File: src/design/c3sf_pkg.sv
// c3sf_pkg: shared types, widths, register indexes and reset values
// for the 3x3 streaming correlation filter. No dependencies.
package c3sf_pkg;

    localparam int MAX_WIDTH_DEF = 1024;
    localparam int MAX_HEIGHT    = 1024;
    localparam int KERNEL        = 3;
    localparam int PIX_W         = 8;
    localparam int COEF_W        = 7;
    localparam int COEFS_W       = 63;
    localparam int DIM_W         = 11;
    localparam int ROW_W         = 11;
    localparam int PROD_W        = 15;
    localparam int COL_SUM_W     = 17;
    localparam int GRAD_W        = 19;
    localparam int IN_TDATA_W    = 8;
    localparam int OUT_TDATA_W   = 24;
    localparam int CFG_IDX_W     = 2;
    localparam int STORE_W       = 2 * PIX_W;

    localparam logic [COEFS_W-1:0] COEF_RESET = 63'd72616214928572543;
    localparam logic [DIM_W-1:0]   DIM_RESET  = 11'd1024;

    typedef logic [CFG_IDX_W-1:0] cfg_idx_t;
    localparam cfg_idx_t REG_COEF   = 2'd0;
    localparam cfg_idx_t REG_WIDTH  = 2'd1;
    localparam cfg_idx_t REG_HEIGHT = 2'd2;

    typedef logic [PIX_W-1:0]  pix_t;

    // per-cycle controls for the window cells
    typedef struct packed {
        logic shift;  // take the neighbor's column
        logic calc;   // register the column sum
    } cell_ctrl_t;

endpackage

File: src/design/c3sf_cell.sv
// c3sf_cell: one window column (three pixels) and its weighted column sum.
// Cells form a chain; each takes the column of its right neighbor. Depends on c3sf_pkg.
module c3sf_cell (
    input  logic                                              clk,
    input  logic                                              rst_n,
    input  c3sf_pkg::cell_ctrl_t                              ctrl,
    input  logic [c3sf_pkg::KERNEL-1:0][c3sf_pkg::PIX_W-1:0]  col_in,
    input  logic [c3sf_pkg::KERNEL-1:0][c3sf_pkg::COEF_W-1:0] coef,
    output logic [c3sf_pkg::KERNEL-1:0][c3sf_pkg::PIX_W-1:0]  col_out,
    output logic signed [c3sf_pkg::COL_SUM_W-1:0]             psum
);

    logic [c3sf_pkg::KERNEL-1:0][c3sf_pkg::PIX_W-1:0] col_reg;
    logic signed [c3sf_pkg::COL_SUM_W-1:0]            psum_reg;
    logic signed [c3sf_pkg::COL_SUM_W-1:0]            psum_next;

    always_ff @(posedge clk or negedge rst_n)
    begin
        if (!rst_n)
        begin
            col_reg <= '0;
        end
        else if (ctrl.shift)
        begin
            col_reg <= col_in;
        end
    end

    always_comb
    begin
        logic signed [c3sf_pkg::PROD_W-1:0] prod;
        psum_next = '0;
        for (int y = 0; y < c3sf_pkg::KERNEL; y++)
        begin
            prod      = $signed(coef[y]) * $signed({1'b0, col_reg[y]});
            psum_next = psum_next + c3sf_pkg::COL_SUM_W'(prod);
        end
    end

    always_ff @(posedge clk)
    begin
        if (ctrl.calc)
        begin
            psum_reg <= psum_next;
        end
    end

    assign col_out = col_reg;
    assign psum    = psum_reg;

endmodule

File: config.mk
export PLATFORM = sky130hd
export DESIGN_NAME = c3sf_cell
export DESIGN_NICKNAME = d
export VERILOG_FILES = /design/src/design/c3sf_pkg.sv /design/src/design/c3sf_cell.sv
export SDC_FILE = /design/constraint.sdc
export NUM_CORES = 1
export LEC_CHECK = 0
export BUFFER_PORTS_ARGS = -buffer_cell sky130_fd_sc_hd__buf_2
export CORE_ASPECT_RATIO = 0.8
export CORE_MARGIN = 1
export CORE_UTILIZATION = 62
export DETAILED_ROUTE_END_ITERATION = 16
export HOLD_SLACK_MARGIN = 0.12
export PLACE_DENSITY_LB_ADDON = 0.12
export SLEW_MARGIN = 5
export SYNTH_ARGS = -nofsm -noshare
export SYNTH_HDL_FRONTEND = slang
export SYNTH_SLANG_ARGS = --single-unit
File: constraint.sdc
create_clock -name clk -period 8.3 [get_ports clk]
set_input_delay 0 -clock clk [delete_from_list [all_inputs] [get_ports clk]]
set_output_delay 0 -clock clk [all_outputs]
set_load 0.03 [all_outputs]
==> run metrics <==
synthesized instance count 823; number of synthesized flops with an enable pin 17; CP Capture Type flip-flop; Initial Util 64.5%; final hold violation count 0; fin crit share 77.8%; Clock Skew 0.00776 ns; Seq/Total Area, Yosys 14.0%; Reg clk slew, reported paths 0.06 ns; Final Setup Violations 0; Yosys Warn Count 0; WP data arrival 6.50 ns; via/cell ratio 5.49; max_cap viols 0; FILL cells 967; WL/cell 15.7 µm; multi-input logic area 6290 µm²; Crit Path Max Fanout 9; Post-Syn Area per Cell 9.67 µm²; Synth Flop Type dfrtp_1; Detail Route Antenna Nets 0; row count 36; Min-Delay Endpoint psum[16]$_DFFE_PP_; fin nets 1225; Setup CP Type flip-flop to flip-flop; final WL 17400 µm; commonest non-fill, non-tap cell in the layout inv_1; Period minus WS final 6.46 ns; GRT Resource Usage Total 27.8%; H-tree depth 2; cells on worst reg2reg path 24; Die Ht 103 µm; Max Fclk 155 MHz; WHS Path Cells 1; largest net degree at the start of global routing 25; # IOs 90; remaining global-route overflow 0; Post-route DRC 0; PostCTS Resize Cnt 0; Reg2Reg Launch Point col_out[5]$_DFFE_PN0P_; Synth cell types 43; Reg area 1110 µm²; PortBufs 89; mapped cell area 7960 µm²; worst reg2reg setup slack 1.84 ns; Detailed Route Iter0 Violations 332; HP Start ctrl[0]; CTS Sinks 41; measured slew at the worst slew-check pin 0.642 ns; Die Wd 129 µm; RSZ-0062 raised after global routing no; number of global-route vias before repair 6163; ys async rst share 58.5%; Setup Fix Bufs, Post-CTS 0; initial antenna violation count 0; clk root buf clkbuf_16; Critical Path RT 8.34 ns; worst reg2reg endpoint psum[13]$_DFFE_PP_; CP Launch Type flip-flop; FF+latch count, synth 41; CTS Buf Count 5; routed via count 6113; Ant. Diodes 0; Layout area overhead 13.4%; DRT Pass-1 Iters 4; clock latency on the worst-skew pair 0.30 ns; first-pass GRT wire length 28700 µm; status finished clean; dpl hpwl 14300 µm; most frequent cells in the layout 146 x inv_1, 129 x ha_1, 113 x and2_1; Max transition margin 57.2%; CTS tree done; Slew Limit Fails 0; Hold Path Class input port to flip-flop; syn nets 1107; core area 12300 µm²; setup_tns 0 ns; max FFs per register 24; ratio of cells with drive above 1 in the final layout 13.4%; RePlAce Congestion 0.923; Clock Path Buffers 2; Die Area 13300 µm²
how the worst max path moves through the flow:
stage	startpoint	end	cells after the start
2_1_floorplan	col_out[5]$_DFFE_PN0P_	psum[15]$_DFFE_PP_	23
3_3_place_gp	col_out[5]$_DFFE_PN0P_	psum[15]$_DFFE_PP_	23
3_5_place_dp	col_out[5]$_DFFE_PN0P_	psum[13]$_DFFE_PP_	24
4_1_cts	col_out[5]$_DFFE_PN0P_	psum[13]$_DFFE_PP_	24
5_1_grt	col_out[5]$_DFFE_PN0P_	psum[13]$_DFFE_PP_	24
6_report	col_out[5]$_DFFE_PN0P_	psum[13]$_DFFE_PP_	24
stage by stage:
| step | hold slack [ns] | cells | worst slack (ns) | utilization, % | cell area [µm²] |
|---|---|---|---|---|---|
| 2_1_floorplan | -0.296 | 823 | 2.16 | - | 7960 |
| 3_3_place_gp | 0.0420 | 1080 | 2.10 | 69.7 | 8600 |
| 3_5_place_dp | 0.0560 | 1080 | 1.95 | 69.7 | 8600 |
| 4_1_cts | 0.133 | 1113 | 1.89 | 73.1 | 9030 |
| 5_1_grt | 0.148 | 1113 | 1.52 | 73.1 | 9030 |
| 6_report | 0.130 | 1113 | 1.84 | 73.1 | 9030 |
synth_stat cells, types with 10 or more instances:
| library cell | instances | area (µm²) |
|---|---|---|
| nand2b_1 | 15 | 93.8 |
| mux2_2 | 24 | 270 |
| dfrtp_1 | 24 | 601 |
| edfxtp_1 | 17 | 510 |
| nand2_1 | 50 | 188 |
| o21ai_1 | 11 | 55.1 |
| xor2_1 | 20 | 175 |
| o21ai_0 | 10 | 50.1 |
| a21oi_1 | 28 | 140 |
| nor2b_1 | 10 | 62.6 |
| inv_1 | 146 | 548 |
| and2_1 | 113 | 707 |
| fa_1 | 106 | 2120 |
| ha_1 | 129 | 1610 |
| nor2_1 | 34 | 128 |
| a21o_1 | 11 | 82.6 |
| xnor2_1 | 27 | 236 |
final cells by class:
class	count	share of cell area, %
multi-input cells	633	69.6
flip-flops and latches	41	12.3
repair buffers	114	7.71
inverters	146	6.07
well taps	171	2.37
clock buffers	5	1.39
clock inverters	3	0.513
what timing repair did:
action,CTS,global route
hold buffers,25,0
endpoints found under the hold margin,48,0
setup endpoints to repair,0,0
worst max-delay path, stage by stage, from the launching register on:
cell and delay [ns]:
dfrtp_1 0.46, and2_1 0.19, fa_1 0.55, inv_1 0.06, fa_1 0.52, inv_1 0.05, fa_1 0.53, inv_1 0.05
fa_1 0.53, inv_1 0.05, ha_1 0.34, nand2_1 0.10, o21ai_1 0.10, or4_4 0.44, a31oi_4 0.22, xor2_1 0.22
fa_1 0.45, inv_1 0.07, ha_1 0.29, a21oi_1 0.29, o21ai_0 0.14, a21oi_1 0.18, o31ai_1 0.11, a21oi_1 0.18
xnor2_1 0.09
cell families after synthesis:
family / after synthesis / synth area share (%)
xor gates and xnor gates: 47 / 5.17
adders and majority gates: 235 / 47.0
DFF: 41 / 14.0
AOI/OAI and AO/OA: 92 / 7.66
and+or+nand+nor: 235 / 15.8
buffers and inverters: 149 / 7.03
muxes: 24 / 3.40
layer usage:
layer  track usage [%]  wire, µm  vias to the layer above
met5                 0         0                        -
met1              37.7      7900                     3047
met4              6.33       255                        0
met2              46.9      8430                      158
li1                  -         -                     2891
met3              4.89       854                       17
Power is left out: the tool's default activity adds up to more than one toggle a clock period on the data nets, which glitch-free logic cannot reach.
